### src/design/prcd_pkg.sv
// Shared types and constants of the planar run-length column decoder.
package prcd_pkg;

	localparam int ROW_W       = 10;
	localparam int COL_W       = 7;
	localparam int CFG_W       = 10;
	localparam int CFG_IDX_W   = 2;
	localparam int QUEUE_DEPTH = 4;

	localparam logic [CFG_IDX_W-1:0] CFG_COLUMN_COUNT = 2'd0;
	localparam logic [CFG_IDX_W-1:0] CFG_ROW_COUNT    = 2'd1;

	localparam logic KIND_READ = 1'b1;

	localparam logic [2:0] ST_ACCEPT  = 3'd0;
	localparam logic [2:0] ST_COLUMN  = 3'd1;
	localparam logic [2:0] ST_IMAGE   = 3'd2;
	localparam logic [2:0] ST_OVERRUN = 3'd3;
	localparam logic [2:0] ST_IGNORED = 3'd4;
	localparam logic [2:0] ST_ROW     = 3'd5;

	localparam logic [7:0] LITERAL_MIN   = 8'h08;
	localparam logic [7:0] CMD_COPY_PREV = 8'h00;
	localparam logic [7:0] CMD_REPEAT1   = 8'h01;
	localparam logic [7:0] CMD_REPEAT2   = 8'h02;
	localparam logic [7:0] CMD_XOR0      = 8'h03;
	localparam logic [7:0] CMD_SET_MASK  = 8'h06;
	localparam logic [7:0] CMD_ESCAPE    = 8'h07;
	localparam logic [7:0] MASK_ONES     = 8'hff;

	typedef struct packed {
		logic       kind;
		logic [7:0] stream_byte;
		logic [8:0] read_row;
	} in_item_t;

	typedef struct packed {
		logic [2:0]  status;
		logic [31:0] pixels;
		logic [6:0]  columns_done;
	} out_item_t;

	typedef enum logic [2:0] {
		OP_ACCEPT    = 3'd0,
		OP_READ      = 3'd1,
		OP_FILL      = 3'd2,
		OP_PAIR      = 3'd3,
		OP_COPY_PREV = 3'd4,
		OP_COPY_XOR  = 3'd5
	} op_t;

	// one decoded request for the back end
	typedef struct packed {
		op_t        op;
		logic [8:0] count;
		logic [7:0] a;
		logic [7:0] b;
		logic [1:0] src;
		logic [8:0] row;
	} cmd_t;

endpackage

### src/design/prcd_queue.sv
// Short request queue between parser and executor.
module prcd_queue import prcd_pkg::*; (
	input  logic clk,
	input  logic arst_n,
	input  logic flush,
	input  logic push,
	input  cmd_t push_data,
	output logic full,
	input  logic pop,
	output logic not_empty,
	output cmd_t head
);

	localparam int PW = $clog2(QUEUE_DEPTH);

	cmd_t          mem_q [QUEUE_DEPTH];
	logic [PW-1:0] wr_ptr_q;
	logic [PW-1:0] rd_ptr_q;
	logic [PW:0]   count_q;

	assign full      = (count_q == (PW+1)'(QUEUE_DEPTH));
	assign not_empty = (count_q != '0);
	assign head      = mem_q[rd_ptr_q];

	always_ff @(posedge clk) begin
		if (push) begin
			mem_q[wr_ptr_q] <= push_data;
		end
	end

	always_ff @(posedge clk or negedge arst_n) begin
		if (!arst_n) begin
			wr_ptr_q <= '0;
			rd_ptr_q <= '0;
			count_q  <= '0;
		end else if (flush) begin
			wr_ptr_q <= '0;
			rd_ptr_q <= '0;
			count_q  <= '0;
		end else begin
			if (push) wr_ptr_q <= wr_ptr_q + 1'b1;
			if (pop) rd_ptr_q <= rd_ptr_q + 1'b1;
			count_q <= count_q + (PW+1)'(push) - (PW+1)'(pop);
		end
	end

endmodule

### config.mk
export PLATFORM = sky130hd
export DESIGN_NAME = prcd_queue
export DESIGN_NICKNAME = d
export VERILOG_FILES = /design/src/design/prcd_pkg.sv /design/src/design/prcd_queue.sv
export SDC_FILE = /design/constraint.sdc
export NUM_CORES = 1
export LEC_CHECK = 0
export BUFFER_PORTS_ARGS = -buffer_cell sky130_fd_sc_hd__buf_2
export CAP_MARGIN = 20
export CORE_MARGIN = 2
export CORE_UTILIZATION = 30
export DETAILED_ROUTE_END_ITERATION = 10
export GPL_TIMING_DRIVEN = 0
export PLACE_DENSITY_LB_ADDON = 0.08
export SLEW_MARGIN = 30
export SYNTH_ARGS = -nofsm -noshare
export SYNTH_HDL_FRONTEND = slang
export SYNTH_SLANG_ARGS = --single-unit
### constraint.sdc
create_clock -name clk -period 2.6 [get_ports clk]
set_clock_uncertainty 0.15 [all_clocks]
set_input_delay 0.39 -clock clk [delete_from_list [all_inputs] [get_ports clk]]
set_output_delay 0.39 -clock clk [all_outputs]
set_load 0.05 [all_outputs]
=== Yosys cells after proc, flatten, opt, wreduce, memory -nomap -nowiden ===
Memories as Yosys holds them, arrays and structs flattened.
Cells that the tools add are included.

* Equality and inequality tests: 1
* Add/subtract/negate cells: 4
* Multiplexer cells: 7
* Reduce and logical (&&, ||, !) cells: 3

{| class="wikitable"
|+ Operators with widths
! operator !! count
|-
| $mux W2 || 4
|-
| $add A2 B1 Y2 const B || 2
|-
| $reduce_bool A2 Y1 || 2
|-
| $add A3 B1 Y3 || 1
|-
| $eq A3 B3 Y1 const B || 1
|-
| $mux W3 || 1
|-
| $reduce_bool A3 Y1 || 1
|-
| $sub A3 B1 Y3 || 1
|-
| $mux W1 || 2
|}

* Input port bits: 44
* Register bits: 7
* Output and inout bits: 41
* Memory bits (writable): 156
* Memories: 1
* Word-level logic and storage cells: 19

{| class="wikitable"
|+ Memory list
! memory !! depth !! width !! rd ports !! clocked after memory_dff !! write ports !! line !! source
|-
| mem_q || 4 || 39 || 1 || 0 || 1 || prcd_queue.sv:16 || <nowiki>cmd_t mem_q [QUEUE_DEPTH];</nowiki>
|}

=== Logic depth before layout (Yosys ltp) ===
* Depth after elaboration: 3
* Gate-level depth with buffers: 8
* Depth with buffers taken out: 8

=== Worst setup path after synthesis ===
OpenSTA, ideal clock, no wires.

* Path kind: reg2reg
* Start: reg wr_ptr_q[0]
* End: mem mem_q[2][0] (netlist name) (enable)
* Path buffers: 0
* Slack: 0.482 ns
* Stages on the path, launching flop included: 4
* Required time: 2.050 ns
* Setup time: 0.400 ns
* Arrival: 1.568 ns
* Cell sequence: dfrtp_1 -> inv_1 -> ha_1 -> and2_1

{| class="wikitable"
|+ RTL lines
! item !! line !! source
|-
| start: declaration || prcd_queue.sv:17 || <nowiki>logic [PW-1:0] wr_ptr_q;</nowiki>
|-
| start signal: assignment || prcd_queue.sv:41 || <nowiki>if (push) wr_ptr_q <= wr_ptr_q + 1'b1;</nowiki>
|-
| end: declaration || prcd_queue.sv:16 ||
|}

Straight into the memory's write port.

==> results by stage <==
Run status:
- The run finished with clean final reports.

Placement:
- The routability congestion estimate from global placement is 0.638.
- After legalization and detailed placement, the total HPWL measured 6.91 mm.
- The count of port buffers added during placement is 84.

Critical path:
- The required time of the worst setup path is 2.06 ns.
- The startpoint identified for the worst register-to-register timing path is count_q[0]$_DFF_PN0_.
- Counting both buffers and inverters, the worst setup path holds a total of 2.
- The critical path's most frequent cell is sky130_fd_sc_hd__buf_2.
- The endpoint of the most critical register-to-register path is count_q[2]$_DFF_PN0_.
- The critical path endpoint category is an output pin.
- The setup check on the worst reg-to-reg path leaves a slack of 0.81 ns.
- The depth of the worst register-to-register path is 8.
- The kind of cell adding the most delay to the critical path is buffers and inverters.
- Traced cell by cell, the critical path runs through buf_2 -> mux4_2 -> buf_2.
- The worst setup path is launched from a register.
- The type of the worst setup path is register to output pin.
- The largest single stage delay on the critical path is around 0.48 ns.
- On the critical path, the stage with the largest delay is an instance of sky130_fd_sc_hd__dfrtp_1.
- The maximum fanout count along the critical path is 10.
- Data arrives at the worst endpoint at 1.87 ns.

Route:
- The per-cell routed wire length is 18.1 um.
- The first detailed-routing pass ran for 4 iterations.
- The post-detailed-routing wire length is 11.5 mm.
- Summing over every cut layer, the via total after detailed routing is 2,765.
- The final routed DRC violation total is 0.
- After the first detailed-routing iteration, the DRC count stood at between 80 and 90.
- In this run the remaining antenna-violating nets after routing total 0.
- The number of vias per cell after detailed routing is approximately 4.4.

Finish:
- The antenna diode count is 0.
- The core utilization of the finished layout is 37.5%.
- The share of final-layout standard cells stronger than drive strength 1 is 46.3%.
- The layout net count is 401.
- The area overhead of the layout relative to synthesis is 23.3%.

Power:
- The worst supply voltage drop on vdd is around 0.43 mV.
- The areal power density over the cells is about 850 nW/um^2.
- In this run the static leakage power is around 0.0026 uW.

STA:
- At the pin with the least slew margin, the transition time is 0.324 ns.
- The final critical path time including I/O delays and setup is 2.41 ns.
- The worst slew margin relative to its limit is 78.4%.
- Setup violations remaining at the end of the flow were counted as 0.
- The final hold violation count is 0.
- Setup repair after global routing left no endpoint under its margin.
- The max-slew violation total from the final report was 0.
- The achievable frequency is just over 400 MHz.
- The ratio of final minimum period to clock period is 92.7%.
- The final total negative setup slack is 0 ns.

Synthesis:
- The total standard cell area after synthesis is 6110 sq um.
- The number of nets handed over by synthesis was 293.
- The share of synthesized registers carrying an async set or reset is under 10%.
- The synthesized design contains approximately 160 enable-type register cells.
- Of all cell types, the one taking the most synthesized area is sky130_fd_sc_hd__edfxtp_1.
- In the synthesized netlist the dominant register cell turns out to be sky130_fd_sc_hd__edfxtp_1.
- The sequential element share of the synthesized area is 79.6%.
- The proportion of netlist area held by the largest area contributor is ~77%.
- Yosys instantiated no cell more often than sky130_fd_sc_hd__edfxtp_1.
- The synthesis warning total is 0.
- By count the netlist is led by sky130_fd_sc_hd__edfxtp_1, sky130_fd_sc_hd__mux4_2, sky130_fd_sc_hd__dfrtp_1.
- In this run, synthesis produced a sequential element count of around 160.
- The instance count of the mapped netlist is approximately 240.
- Sorting the synthesized cells by area gives the leading types as sky130_fd_sc_hd__edfxtp_1, sky130_fd_sc_hd__mux4_2, sky130_fd_sc_hd__dfrtp_1, sky130_fd_sc_hd__buf_12, sky130_fd_sc_hd__ha_1.
- The number of unique standard cell types used by synthesis is 21.
- The post-synthesis average cell area is 25.2 sq um.

Clock tree:
- Clock-pin slew was measured on the worst setup and hold paths at 0.07 ns.
- The CTS H-tree depth is 4.
- For the worst-skew pair, the clock arrives at the later sink with an insertion delay of about 0.42 ns.
- The clock passes through at most 2 buffers.
- The CTS sink count is 163.
- TritonCTS created 17 clock buffers.
- The clock tree from TritonCTS is done.
- The number of setup buffers added after CTS is 0.
- CTS placed an instance of sky130_fd_sc_hd__clkbuf_16 at the clock tree root.

Min path:
- The tightest min-delay check is of the primary input to register type.
- The worst hold path terminates at mem_q[2][21]$_DFFE_PP_.
- Along the worst hold path, the cell count comes to 1.
- The hold path startpoint is push_data[21].

Flow run:
- The count of maximum capacitance violations is 0.

Global route:
- The pin count of the biggest net entering global routing is 36.
- The overall track demand over capacity in global routing is between 10% and 20%.
- The number of antenna violations at the first check in global routing is 0.
- The first global-routing pass estimated 17.7 mm of wire.
- Global routing finished with a remaining overflow of 0.
- The number of global-route vias before repair is 3,131.

Floorplanning:
- The floorplan die width is 147 um.
- The cell row count is 52.
- The die is 147 um tall.
- The initial standard-cell utilization of the core is 30.4%.
- The area enclosed by the die boundary is 21,500 sq um.
- After floorplanning, the core was sized to cover 20,100 sq um.
- The total I/O pin count is 85.
-- cells by family after synthesis --
group | synth area share, %
AO/OA/AOI/OAI | 0.246
XOR/XNOR | 0.656
adder cells (fa/ha/maj) | 1.56
buffers and inverters | 2.13
flip-flops | 79.6
multiplexers | 14.7
AND/OR/NAND/NOR | 1.17
-- placed cells by master (no fill, tap or decap), drive strengths merged --
cell,n
clkbuf,18
mux2i,1
ha,6
dlygate4sd3,1
dfrtp,7
fa,1
nor2,5
inv,10
buf,97
clkinvlp,4
nor3b,1
xnor3,1
xnor2,2
nand3b,1
or3,1
edfxtp,156
nor2b,1
mux4,39
a21oi,1
and2,4
bufinv,1
clkinv,4
a21bo,1
-- flip-flops by register name, summed over array words and instances, names as in the netlist --
name and flops:
mem_q 156, count_q 3, wr_ptr_q 2, rd_ptr_q 2
-- through the flow --
stage | setup WS, ns | power, uW | hold WS, ns | cell area [sq um] | std cells
final | 0.189 | 6370 | 0.0371 | 7530 | 633
after global routing | 0.0864 | 6640 | 0.0178 | 7530 | 633
after CTS | 0.155 | 6480 | 0.0164 | 7530 | 633
after detailed placement | 0.618 | 4110 | 0.0878 | 6960 | 600
after global placement | -0.521 | 4080 | 0.0859 | 6870 | 596
after floorplan | 0.482 | 3830 | -0.0556 | 6110 | 242
-- how the worst max path moves through the flow --
stage | cells past startpoint | start | endpoint
after detailed placement | 3 | rd_ptr_q[1]$_DFFE_PN0P_ | head[19]
after floorplan | 3 | wr_ptr_q[0]$_DFFE_PN0P_ | mem_q[2][0]$_DFFE_PP_
after global routing | 3 | rd_ptr_q[1]$_DFFE_PN0P_ | head[35]
after global placement | 3 | wr_ptr_q[0]$_DFFE_PN0P_ | mem_q[2][1]$_DFFE_PP_
after CTS | 3 | rd_ptr_q[1]$_DFFE_PN0P_ | head[19]
final | 3 | rd_ptr_q[1]$_DFFE_PN0P_ | head[21]
-- power breakdown --
group          leakage, uW  internal [uW]  total [uW]  switching (uW)
combinational     0.000787            327         966             638
clock             0.000262           1330        2350            1010
sequential         0.00152           3020        3060            39.3
-- area by class of cell --
class / instances / area [sq um]
well taps: 270 / 338
clock inverters: 14 / 130
multi-input cells: 65 / 1130
clock buffers: 18 / 429
plain buffers: 9 / 111
fillers: 1851 / 12600
inverters: 5 / 18.8
repair buffers: 89 / 518
flip-flops and latches: 163 / 4860
-- what timing repair did --
action,4_1_cts,5_1_grt
hold buffers,1,0
resized for setup,0,0
endpoints found under the hold margin,7,0
-- per-layer routing --
metal / vias to the layer above / routed length [um] / GRT usage [%]
met5: - / 0 / 0
met4: 0 / 204 / 4.81
met3: 15 / 470 / 3.22
met2: 67 / 6050 / 20.0
met1: 1440 / 4740 / 13.3
li1: 1243 / - / -
Note: power is estimated with default switching activity, not from simulation.
