<file path="config.mk">
export PLATFORM = sky130hd
export DESIGN_NAME = prcd_front
export DESIGN_NICKNAME = d
export VERILOG_FILES = /design/src/design/prcd_pkg.sv /design/src/design/prcd_front.sv
export SDC_FILE = /design/constraint.sdc
export NUM_CORES = 1
export LEC_CHECK = 0
export BUFFER_PORTS_ARGS = -buffer_cell sky130_fd_sc_hd__buf_2
export CAP_MARGIN = 20
export CORE_ASPECT_RATIO = 1.5
export CORE_MARGIN = 4
export CORE_UTILIZATION = 46
export DETAILED_ROUTE_END_ITERATION = 10
export GPL_TIMING_DRIVEN = 0
export HOLD_SLACK_MARGIN = 0.02
export PLACE_DENSITY = 0.75
export SYNTH_ARGS = -nofsm -noshare
export SYNTH_HDL_FRONTEND = slang
export SYNTH_SLANG_ARGS = --single-unit
</file>
<file path="constraint.sdc">
create_clock -name clk -period 1.7 [get_ports clk]
set_input_delay 0 -clock clk [delete_from_list [all_inputs] [get_ports clk]]
set_output_delay 0 -clock clk [all_outputs]
set_load 0.01 [all_outputs]
</file>
<file path="src/design/prcd_pkg.sv">
// Shared types and constants of the planar run-length column decoder.
package prcd_pkg;

	localparam int ROW_W       = 10;
	localparam int COL_W       = 7;
	localparam int CFG_W       = 10;
	localparam int CFG_IDX_W   = 2;
	localparam int QUEUE_DEPTH = 4;

	localparam logic [CFG_IDX_W-1:0] CFG_COLUMN_COUNT = 2'd0;
	localparam logic [CFG_IDX_W-1:0] CFG_ROW_COUNT    = 2'd1;

	localparam logic KIND_READ = 1'b1;

	localparam logic [2:0] ST_ACCEPT  = 3'd0;
	localparam logic [2:0] ST_COLUMN  = 3'd1;
	localparam logic [2:0] ST_IMAGE   = 3'd2;
	localparam logic [2:0] ST_OVERRUN = 3'd3;
	localparam logic [2:0] ST_IGNORED = 3'd4;
	localparam logic [2:0] ST_ROW     = 3'd5;

	localparam logic [7:0] LITERAL_MIN   = 8'h08;
	localparam logic [7:0] CMD_COPY_PREV = 8'h00;
	localparam logic [7:0] CMD_REPEAT1   = 8'h01;
	localparam logic [7:0] CMD_REPEAT2   = 8'h02;
	localparam logic [7:0] CMD_XOR0      = 8'h03;
	localparam logic [7:0] CMD_SET_MASK  = 8'h06;
	localparam logic [7:0] CMD_ESCAPE    = 8'h07;
	localparam logic [7:0] MASK_ONES     = 8'hff;

	typedef struct packed {
		logic       kind;
		logic [7:0] stream_byte;
		logic [8:0] read_row;
	} in_item_t;

	typedef struct packed {
		logic [2:0]  status;
		logic [31:0] pixels;
		logic [6:0]  columns_done;
	} out_item_t;

	typedef enum logic [2:0] {
		OP_ACCEPT    = 3'd0,
		OP_READ      = 3'd1,
		OP_FILL      = 3'd2,
		OP_PAIR      = 3'd3,
		OP_COPY_PREV = 3'd4,
		OP_COPY_XOR  = 3'd5
	} op_t;

	// one decoded request for the back end
	typedef struct packed {
		op_t        op;
		logic [8:0] count;
		logic [7:0] a;
		logic [7:0] b;
		logic [1:0] src;
		logic [8:0] row;
	} cmd_t;

endpackage

</file>
<file path="src/design/prcd_front.sv">
// Stream parser: turns each accepted request into one back-end command.
module prcd_front import prcd_pkg::*; (
	input  logic     clk,
	input  logic     arst_n,
	input  logic     restart,
	input  logic     hold,
	input  logic     in_valid,
	output logic     in_ready,
	input  in_item_t in_data,
	input  logic     q_full,
	output logic     push,
	output cmd_t     push_data
);

	typedef enum logic [4:0] {
		PH_CMD    = 5'b00001,
		PH_COUNT  = 5'b00010,
		PH_FIRST  = 5'b00100,
		PH_SECOND = 5'b01000,
		PH_ESCAPE = 5'b10000
	} phase_t;

	phase_t     phase_q, phase_d;
	logic [2:0] pend_q, pend_d;
	logic [8:0] run_q, run_d;
	logic [7:0] first_q, first_d;
	logic [7:0] mask_q, mask_d;
	logic [7:0] byte_v;
	logic [8:0] count_v;
	cmd_t       cmd;

	assign in_ready  = !q_full && !hold;
	assign push      = in_valid && in_ready;
	assign push_data = cmd;

	always_comb begin
		phase_d   = phase_q;
		pend_d    = pend_q;
		run_d     = run_q;
		first_d   = first_q;
		mask_d    = mask_q;
		byte_v    = in_data.stream_byte;
		count_v   = 9'(byte_v) + 9'd1;
		cmd       = '0;
		cmd.op    = OP_ACCEPT;
		cmd.row   = in_data.read_row;
		cmd.count = 9'd1;
		if (in_data.kind == KIND_READ) begin
			cmd.op = OP_READ;
		end else begin
			unique case (phase_q)
				PH_COUNT: begin
					run_d = count_v;
					if (pend_q == CMD_REPEAT1[2:0] || pend_q == CMD_REPEAT2[2:0]) begin
						phase_d = PH_FIRST;
					end else begin
						phase_d   = PH_CMD;
						cmd.count = count_v;
						if (pend_q == CMD_COPY_PREV[2:0]) begin
							cmd.op = OP_COPY_PREV;
						end else begin
							cmd.op  = OP_COPY_XOR;
							cmd.src = 2'(pend_q - CMD_XOR0[2:0]);
							cmd.b   = mask_q;
							mask_d  = '0;
						end
					end
				end
				PH_FIRST: begin
					first_d = byte_v;
					if (pend_q == CMD_REPEAT2[2:0]) begin
						phase_d = PH_SECOND;
					end else begin
						phase_d   = PH_CMD;
						cmd.op    = OP_FILL;
						cmd.a     = byte_v;
						cmd.count = run_q;
					end
				end
				PH_SECOND: begin
					phase_d   = PH_CMD;
					cmd.op    = OP_PAIR;
					cmd.a     = first_q;
					cmd.b     = byte_v;
					cmd.count = run_q;
				end
				PH_ESCAPE: begin
					phase_d = PH_CMD;
					cmd.op  = OP_FILL;
					cmd.a   = byte_v;
				end
				PH_CMD: begin
					if (byte_v >= LITERAL_MIN) begin
						cmd.op = OP_FILL;
						cmd.a  = byte_v;
					end else if (byte_v == CMD_SET_MASK) begin
						mask_d = MASK_ONES;
					end else if (byte_v == CMD_ESCAPE) begin
						phase_d = PH_ESCAPE;
					end else begin
						pend_d  = byte_v[2:0];
						phase_d = PH_COUNT;
					end
				end
				default: phase_d = PH_CMD;
			endcase
		end
	end

	always_ff @(posedge clk or negedge arst_n) begin
		if (!arst_n) begin
			phase_q <= PH_CMD;
			pend_q  <= '0;
			run_q   <= '0;
			first_q <= '0;
			mask_q  <= '0;
		end else if (restart) begin
			phase_q <= PH_CMD;
			pend_q  <= '0;
			run_q   <= '0;
			first_q <= '0;
			mask_q  <= '0;
		end else if (push) begin
			phase_q <= phase_d;
			pend_q  <= pend_d;
			run_q   <= run_d;
			first_q <= first_d;
			mask_q  <= mask_d;
		end
	end

endmodule

</file>
* After elaboration in Yosys (flattened, before gate mapping)
Cells that the tools add are included.
Operators by class: add/subtract/negate cells 2, order comparisons 1, equal/unequal tests 18, mux-type cells 46, reductions and logical operators 16
Operators with widths (number):
- two-way mux 8 bit | 12
- two-way mux 9 bit | 4
- case mux 8 bit (2 select lines) | 2
- case mux 8 bit (4 select lines) | 1
- two-way mux 5 bit | 6
- two-way mux 27 bit | 1
- two-way mux 3 bit | 9
- case mux 9 bit (3 select lines) | 1
- two-way mux 10 bit | 2
- two-way mux 19 bit | 1
- == test 8 x 3 -> 1 bit, second input constant | 2
- != test 3 bit, second input constant | 5
- case mux 3 bit (5 select lines) | 1
- case mux 5 bit (3 select lines) | 1
- two-way mux 12 bit | 1
- adder 8 x 1 -> 9 bit, second input constant | 1
- greater-or-equal comparator 8 x 4 -> 1 bit, second input constant | 1
- != test 2 bit, second input constant | 4
- nonzero test 2 bit | 4
- AND reduction 7 bit | 1
- AND reduction 3 bit | 2
- AND reduction 6 bit | 1
- == test 5 x 1 -> 1 bit, second input constant | 1
- == test 5 x 2 -> 1 bit, second input constant | 1
- other kinds (15) | 18
Storage, ports and cells: register bits 33, logic and storage cells 88

* Longest topological paths before layout
Gate-level depths: netlist (run 1).
depth after elaboration 8, mapped depth 8, gate-level depth less buffers 7

* Worst setup path before layout (run 1)
OpenSTA, ideal clock, no wires.
path type flip-flop to flip-flop, start point register phase_q[0], end point register phase_q[1], data arrival time 1603 ps, data required time 1575 ps, setup slack -27 ps, cell stages (with the launch flop) 6, buffers on the path 0, path through dfstp_2 nor2b_1 and2_1 o21ai_1 a21oi_2 mux2_2
Between the ends: cells in the longest elaborated chain, start to end 5, elaborated cells on any way between the ends 10
RTL lines:
- start: declaration | RTL line prcd_front.sv:23 | phase_t phase_q, phase_d;
- start signal: assignment | RTL line prcd_front.sv:124 | phase_q <= phase_d;
- == test 5 x 1 -> 1 bit (tied with other cells) | RTL line prcd_front.sv:51 | unique case (phase_q)
- case mux 5 bit (3 select lines) | RTL line prcd_front.sv:51
- two-way mux 5 bit | RTL line prcd_front.sv:48 | if (in_data.kind == KIND_READ) begin
- two-way mux 5 bit | RTL line prcd_front.sv:123 | end else if (push) begin
- two-way mux 5 bit | RTL line prcd_front.sv:117 | end else if (restart) begin
Several ways; a longest one is shown, not always the timed one. The select of a mux whose other input is x is not followed. A chain may end at the register's enable or synchronous reset.

==> results of run 1 <==
[worst max-delay path: cells and delay by family, from the launching register on]
kind,cells,cell delay (ns)
and+or+nand+nor,4,0.50
DFF,1,0.60
buffers and inverters,3,0.41
AOI/OAI and AO/OA,1,0.18
[layout make-up]
type | instances | share of cell area
Tap cell | 45 | 0.01971
Inverter | 5 | 0.006570
Timing Repair Buffer | 78 | 0.1682
Buffer | 24 | 0.05650
Multi-Input combinational cell | 187 | 0.4945
Clock inverter | 1 | 0.01051
Sequential cell | 26 | 0.2295
Clock buffer | 3 | 0.01445
[power by group through the flow]
stage,logic [mW],registers [mW],clock network (mW)
after floorplan,0.481,0.699,0
after global placement,0.673,0.707,0
after detailed placement,0.680,0.708,0
after CTS,0.799,0.708,0.541
after global routing,1.09,0.720,0.562
final,1.00,0.716,0.538
[Yosys cell counts, drive strengths merged, types with 2 or more instances]
cell type / number / area, um2
a21oi: 19 / 102.6
a22o: 7 / 61.31
a22oi: 15 / 112.6
a31oi: 3 / 25.02
and2: 3 / 18.77
and3: 2 / 12.51
and3b: 4 / 36.29
buf: 17 / 107.6
clkbuf: 9 / 33.78
dfrtp: 25 / 625.6
ha: 6 / 75.07
inv: 5 / 18.77
mux2: 5 / 56.30
mux2i: 3 / 30.03
nand2: 28 / 105.1
nand2b: 6 / 37.54
nand3: 13 / 65.06
nor2: 30 / 112.6
nor2b: 3 / 18.77
nor3: 6 / 35.03
nor3b: 2 / 20.02
nor4: 2 / 12.51
o21ai: 8 / 40.03
o21bai: 2 / 15.01
or3: 4 / 25.02
xnor2: 2 / 17.52
xor2: 5 / 43.79
[flip-flops by register name, summed over array words and instances (netlist names)]
name     count
mask_q       1
run_q        9
first_q      8
phase_q      5
pend_q       3
[cell families (layout without fill, tap and decap cells)]
| group | after synthesis | in the layout | synth area share |
|---|---|---|---|
| and+or+nand+nor | 107 | 107 | 0.2693 |
| buffers and inverters | 31 | 111 | 0.08111 |
| muxes | 8 | 8 | 0.04372 |
| adders and majority gates | 6 | 6 | 0.03802 |
| xor gates and xnor gates | 7 | 7 | 0.03105 |
| AOI/OAI and AO/OA | 59 | 59 | 0.2066 |
| DFF | 26 | 26 | 0.3302 |
[worst min path at each step]
stage	from	end	cells past startpoint
floorplan	arst_n	first_q[0]	0
global placement	arst_n	phase_q[3]	1
detailed placement	arst_n	phase_q[2]	1
CTS	in_data[10]	first_q[1]	3
global route	in_data[10]	first_q[1]	3
finish	in_data[10]	first_q[1]	3
[routing by layer]
layer,share of wire,track usage
met3,0.074,0.02920
met5,0,0
met2,0.52,0.4166
met1,0.37,0.2797
met4,0.034,0.1042
[repair_timing]
action / in CTS / in global routing
hold endpoints to repair: 27 / 0
resized for setup: 51 / 28
pin swaps: 23 / 16
gates cloned: 1 / 0
setup buffers: 11 / 12
hold buffers: 3 / 0
endpoints found under the setup margin: 43 / 53
[stage by stage]
stage	std cells	hold slack [ns]	util	setup TNS, ns
detailed placement	340	0.04333	0.5680	-2.450
floorplan	244	-0.2956	-	0
CTS	357	0.03801	0.6571	-5.824
finish	369	0.05258	0.7090	-7.288
global placement	340	0.03906	0.5680	-2.134
global route	369	0.07688	0.7090	-9.761
==> run metrics, run 1 <==
antenna-violating nets left=0; Setup-failing EPs final=34; final hold vios=0; critical path's slowest cell=dfstp_2; WL final=between 6 and 7 mm; power per cell area=790.2 nW/um2; crit path max fanout=5; Total Power=2.257 mW; initial antenna violation count=0; Max Clk Rate=506.0 MHz; Leakage=1.318 nW; worst slew pin tran=0.6092 ns; leading cell type in the layout, fill and taps excluded=buf_2; Post-synth EDFFs=0; pre-CTS setup slack=-0.1917 ns; Layout area overhead=44.68%; fin worst setup slack=-0.2762 ns; Critical Path Source=phase_q[0]; Yosys reg bits=26; Critical Path Most Common Cell=buf_6; Syn Inst Count=around 240; syn nets=274; cells along the critical path=nor3_4 > and3b_2 > buf_6 > nand2b_4 > buf_6 > a22oi_2 > nor2_1 > buf_2; Initial Util=0.4901; Hold Crit Class=input pin to flop; violated checks=setup timing; CTS clk-pin slew, worst paths=0.10 ns; Worst Setup Path Type=flop to output port; Die Footprint=5426 um2; share of cells above drive strength 1=0.4815; Worst slew margin=0.5939; Max Slew Vio Count=0; Final period util=1.162; Synth Flop Type=dfrtp_1; area of the multi-input gates=1413 um2; placed inst area=2288 um2; Clk Latency, worst-skew pair=0.28 ns; skew final=0.001523 ns; switching fraction of total power=0.3675; crit-path max cell delay=0.60 ns; H-tree depth=1; status=finished, violations left; first-pass GRT wire length=9.970 mm; CTS tree=yes; clk root buf=clkbuf_8; Mean Syn Cell Area=8.092 um2; Seq pwr share=0.317; Vias/cell=5.981; iteration count of the initial detailed-routing pass=4; CTS Buffer Depth=2; GRT Total Usage=0.2372; switching power=0.8295 mW; HPWL after detailed placement=4.008 mm; DR iter-0 viols=66; Clk pwr share=0.238; Setup crit start kind=flop; reg-to-reg startpoint=phase_q[0]; Via Count=2207; most frequent cells in the layout=buf_2, buf_4, nand2_1, nor2_1, dfrtp_1; vias in the first global route=2176; R2R Setup Slk=-0.20 ns; P_int=about 1.4 mW; Die Height=a little under 90 um; crit path DAT=1.98 ns; Sink Count=26; crit path time final=1.976 ns; reg2reg path depth=6; cts bufs inserted=3; fin nets=355; Max rail drop VDD=667.3 uV; sequential share of the synthesized area=0.3302; I/O pin total=65; synthesized area=1974 um2; total gr overflow=0; wire length per cell=17.48 um; GPL Wtd Cong=0.8346; Horiz. Die Dim=61.49 um; Rows=28; end of the worst register-to-register path=phase_q[2]; diode count=0; IO buf count=between 50 and 60; final instance area=2856 um2; share of flip-flops with an asynchronous set or reset=1.000; library cells used by synthesis=between 40 and 50; part of the power in combinational logic=0.445; largest net degree at the start of global routing=27; Max Cap Viol=0; CP Capture Type=output port; FF/Latch Area=~660 um2; unrepaired setup endpoints after global routing=yes; Worst EP required=~1.7 ns; crit path to=push_data[32]; core area=4029 um2; number of fill cells=between 300 and 400; DR DRC count=0; yosys warns=0
(Power assumes the default switching activity.)
==> run 2: changes to the inputs <==
- CELL_PAD_IN_SITES_DETAIL_PLACEMENT: unset -> 1
- CELL_PAD_IN_SITES_GLOBAL_PLACEMENT: unset -> 2
- CORE_UTILIZATION: 46 -> 26
==> run 2 against run 1 <==
- worst hold slack worse by 0.026 ns
- critical endpoint is now push_data[29]
- via count decreased by 5.0%
- sequential power decreased by 2%
- maximum frequency shrank 1.1%
- power rose by 1.9%
- die area is 67% higher
- clock skew increased by 0.0020 ns
- flip-flop and latch count stayed put
- final cell count increased by 15%
- wire length up 12%
- the run still ends with setup timing left
- worst setup slack worse by 0.021 ns
==> run metrics, run 2 (synthesis results as in run 1) <==
Max Cap Viol=0; Worst Setup Path Type=flop to output port; Leakage=1.338 nW; Max Clk Rate=500.6 MHz; Rows=38; CP Capture Type=output port; Layout area overhead=50.89%; P_int=1.403 mW; Die Height=114.7 um; GPL Wtd Cong=~0.77; core area=7322 um2; Seq pwr share=0.304; DR DRC count=0; CTS clk-pin slew, worst paths=0.10 ns; iteration count of the initial detailed-routing pass=4; Max rail drop VDD=315.3 uV; total gr overflow=0; cts bufs inserted=3; max reg flops=9; crit path max fanout=5; first-pass GRT wire length=11.43 mm; reg-to-reg startpoint=pend_q[1]; Hold EP=first_q[6]; biggest regs=run_q: 9 flops, first_q: 8 flops, phase_q: 5 flops; Total Power=2.299 mW; I/O pin total=65; WL final=around 7.2 mm; R2R Setup Slk=-0.14 ns; Worst EP required=1.70 ns; IO buf count=just over 50; crit path time final=1.998 ns; Final period util=1.175; Setup TNS=-7.082 ns; final hold vios=0; fin nets=354; clk root buf=clkbuf_8; Initial Util=0.2697; reg2reg path depth=8; vias in the first global route=2253; Max Slew Vio Count=0; switching power=between 0.8 and 0.9 mW; GRT Total Usage=0.1629; crit path DAT=2.00 ns; wire length per cell=17.06 um; HPWL after detailed placement=5.022 mm; Worst slew margin=0.5625; share of cells above drive strength 1=0.5015; Horiz. Die Dim=79.15 um; Clk pwr share=0.187; Setup crit start kind=flop; end of the worst register-to-register path=mask_q[6]; initial antenna violation count=0; worst slew pin tran=0.6562 ns; unrepaired setup endpoints after global routing=yes; cells along the critical path=nor3_4 > and3b_2 > buf_6 > nand2b_4 > buf_6 > a22oi_2 > nor2_1 > buf_2; DR iter-0 viols=53; power per cell area=771.8 nW/um2; Setup-failing EPs final=34; most frequent cells in the layout=buf_2, nand2_1, buf_4; Critical Path Most Common Cell=buf_6; switching fraction of total power=0.3898; Clk Latency, worst-skew pair=0.29 ns; Hold Slack=0.02680 ns; worst hold start=in_data[15]; Sink Count=26; critical path's slowest cell=dfstp_2; Vias/cell=4.955; top register by number of flip-flops=run_q; part of the power in combinational logic=0.509; diode count=0; violated checks=setup timing; crit-path max cell delay=0.60 ns; fin worst setup slack=-0.2975 ns; skew final=0.003484 ns; Min-Delay Path Depth=3; H-tree depth=1; largest net degree at the start of global routing=27; CTS tree=yes; leading cell type in the layout, fill and taps excluded=buf_2; Hold Crit Class=input pin to flop; CTS Buffer Depth=2; Die Footprint=9080 um2; Via Count=2096; antenna-violating nets left=0; status=finished, violations left
-- run 2: cell count changes in the layout (fill, tap and decap cells not counted), moves of 2 or more --
| cell | previous run | this run |
|---|---|---|
| a21oi_1 | 9 | 17 |
| a21oi_2 | 9 | 1 |
| a22oi_1 | 8 | 3 |
| a22oi_2 | 7 | 12 |
| buf_2 | 54 | 51 |
| buf_4 | 30 | 24 |
| buf_6 | 8 | 17 |
| dlygate4sd3_1 | 3 | 1 |
| mux2_2 | 5 | 1 |
| mux2_4 | 0 | 4 |
| nor2_1 | 25 | 19 |
| nor2_2 | 3 | 6 |
| nor2_4 | 2 | 5 |
-- run 2: worst max path at each step --
stage	from	end	slack, ns
after floorplan	phase_q[0]	phase_q[1]	0.03
after global placement	pend_q[0]	push_data[31]	-0.33
after detailed placement	pend_q[0]	push_data[30]	-0.32
after CTS	phase_q[0]	push_data[30]	-0.28
after global routing	phase_q[0]	push_data[30]	-0.36
final	phase_q[0]	push_data[29]	-0.30
-- run 2: final cells by class --
cell class	instances	area, um2
clock buffer	4	55.05
fill	907	4343
sequential	26	656.9
inverter	5	18.77
buffer	24	161.4
timing repair buffer	77	509.2
multi-input combinational	187	1453
tap	100	125.1
-- run 2: power by group through the flow --
| stage | clock network [mW] | logic [mW] | registers, mW |
|---|---|---|---|
| 2_1_floorplan | 0 | 0.481 | 0.699 |
| 4_1_cts | 0.450 | 1.01 | 0.698 |
| 6_report | 0.429 | 1.17 | 0.699 |
| 5_1_grt | 0.470 | 1.27 | 0.703 |
| 3_5_place_dp | 0 | 0.718 | 0.710 |
| 3_3_place_gp | 0 | 0.713 | 0.712 |
-- run 2: timing repair --
| action | 4_1_cts | 5_1_grt |
|---|---|---|
| hold endpoints to repair | 25 | 0 |
| gates resized for setup | 72 | 28 |
| pin swaps | 26 | 6 |
| gates cloned | 1 | 0 |
| setup endpoints to repair | 53 | 48 |
| hold buffers | 1 | 0 |
| setup buffers | 20 | 4 |
-- run 2: layer usage --
layer  track usage  part of all wire
met5             0                 0
met4       0.07454             0.029
met3       0.01417             0.030
met2        0.3161              0.56
met1        0.1740              0.38
-- run 2: worst max-delay path: cells and delay by family, from the launching register on --
kind            cells  cell delay, ns
compound gates      1            0.19
buf+inv             3            0.41
flops               1            0.60
simple gates        4            0.50
-- run 2: through the flow --
stage | utilization | cells | setup WS [ns] | instance area, um2
finish | 0.4069 | 423 | -0.2975 | 2979
global route | 0.4069 | 423 | -0.3625 | 2979
CTS | 0.3853 | 419 | -0.2810 | 2821
detailed placement | 0.3219 | 395 | -0.3207 | 2357
global placement | 0.3219 | 395 | -0.3344 | 2357
floorplan | - | 244 | 0.02548 | 1977
==> run 3: changes to the inputs <==
- CORE_UTILIZATION: 26 -> 31
- PLACE_DENSITY: 0.75 -> 0.84
- clock period: 1.7 -> 2.3 ns (I/O delays scaled with it)
==> run 3 against run 2 <==
- the run now ends clean
- final area fell by 20%
- combinational power fell by 56%
- non-clock buffer count fell by 24
- via count fell by 6.5%
- highest routed layer unchanged
==> run metrics, run 3 (synthesis results as in run 1) <==
I/O pin total=65; wire length per cell=16.36 um; CTS tree=yes; Initial Util=0.3198; crit path time final=2.128 ns; core area=6175 um2; diode count=0; max reg flops=9; dpl cells=about 370; leading cell type in the layout, fill and taps excluded=buf_2; total gr overflow=0; initial antenna violation count=0; crit path DAT=2.13 ns; Total Power=1.305 mW; GPL Wtd Cong=~0.77; first-pass GRT wire length=10.16 mm; Clk Latency, worst-skew pair=~0.27 ns; final hold vios=0; Worst EP required=2.30 ns; CTS Buffer Depth=2; most used routing layer=met2; Setup crit start kind=flop; Hold Crit Class=input pin to flop; fin nets=330; Worst Setup Path Type=flop to output port; GR Layer Usage met3=0.01240; most frequent cells in the layout=buf_2, nor2_1, nand2_1; cts bufs inserted=3; Setup Fix Bufs, Post-CTS=0; Worst slew margin=0.5828; largest net degree at the start of global routing=27; Setup-failing EPs final=0; antenna-violating nets left=0; Leakage=1.125 nW; H-tree depth=1; crit path max fanout=10; fin util=0.3850; Via Count=1959; biggest regs=run_q: 9 flops, first_q: 8 flops, phase_q: 5 flops; Vias/cell=between 5 and 6; worst slew pin tran=~0.62 ns; Final period util=0.9251; skew final=~0.0067 ns; HPWL after detailed placement=4.817 mm; Max rail drop VDD=279.0 uV; iteration count of the initial detailed-routing pass=4; clk root buf=clkbuf_8; Rows=35; Max Cap Viol=0; WL final=6.104 mm; Max Clk Rate=470.0 MHz; CTS clk-pin slew, worst paths=0.09 ns; vias in the first global route=2006; CP Capture Type=output port; top register by number of flip-flops=run_q; number of fill cells=~800; Post-Layout Cell Count=373; Die Height=105.7 um; Horiz. Die Dim=73.16 um; share of cells above drive strength 1=0.2843; Setup TNS=0 ns; placed inst area=2322 um2; met2 usage=0.2926; DR iter-0 viols=57; routing usage on met1=0.2063; Max Slew Vio Count=0; Layout area overhead=20.41%; GRT Total Usage=0.1643; Hold Slack=between 0.03 and 0.04 ns; pre-CTS setup slack=0.3144 ns; final instance area=~2400 um2; unrepaired setup endpoints after global routing=no; Sink Count=26; DR DRC count=0; Die Footprint=about 7700 um2; power per cell area=549.1 nW/um2; fin worst setup slack=0.1722 ns; status=complete, no violations; IO buf count=51
## run 3: changes by cell type in the layout (fill, tap and decap cells not counted), sizes merged
cell and change:
buf -25, clkbuf +1
## run 3: timing repair
action	4_1_cts	5_1_grt
endpoints found under the setup margin	1	7
gates resized for setup	0	2
hold buffers	1	0
endpoints found under the hold margin	25	0
## run 3: critical path, stage by stage, from the launching register on
cell and delay [ns]:
dfstp_2 0.60, nor3_2 0.07, and3b_1 0.19, buf_2 0.19, o21bai_1 0.54, a21oi_1 0.09
buf_2 0.17
## run 3: path summary, 6_finish.rpt
| check | from | end | slack (ns) | depth (start not counted) |
|---|---|---|---|---|
| worst max-delay path | phase_q[0] | push_data[11] | 0.17 | 6 |
| worst min-delay path | in_data[16] | first_q[7] | 0.03 | 3 |
| worst max register to register | phase_q[0] | phase_q[1] | 0.33 | 5 |
| worst min register to register | run_q[7] | run_q[7] | 0.50 | 2 |
| max in group asynchronous | arst_n | run_q[1] | 1.64 | 2 |
| min in group asynchronous | arst_n | first_q[4] | 0.25 | 2 |
## run 3: where the power goes
part	internal [mW]	switching, mW
combinational	0.198	0.315
sequential	0.484	0.0352
clock	0.124	0.149
## run 3: layout make-up
class,count,area (um2),share of cell area
buffer,25,140.1,0.05895
sequential,26,651.9,0.2742
clock buffer,4,45.04,0.01895
timing repair buffer,52,265.3,0.1116
tap,74,92.59,0.03895
inverter,5,18.77,0.007895
multi-input combinational,187,1164,0.4895
## run 3: layer usage
| layer | vias up | wire, um | share of wire |
|---|---|---|---|
| li1 | 954 | - | - |
| met1 | 956 | 2553 | 0.42 |
| met2 | 43 | 3289 | 0.54 |
| met3 | 6 | 198 | 0.032 |
| met4 | 0 | 63 | 0.010 |
| met5 | - | 0 | 0 |
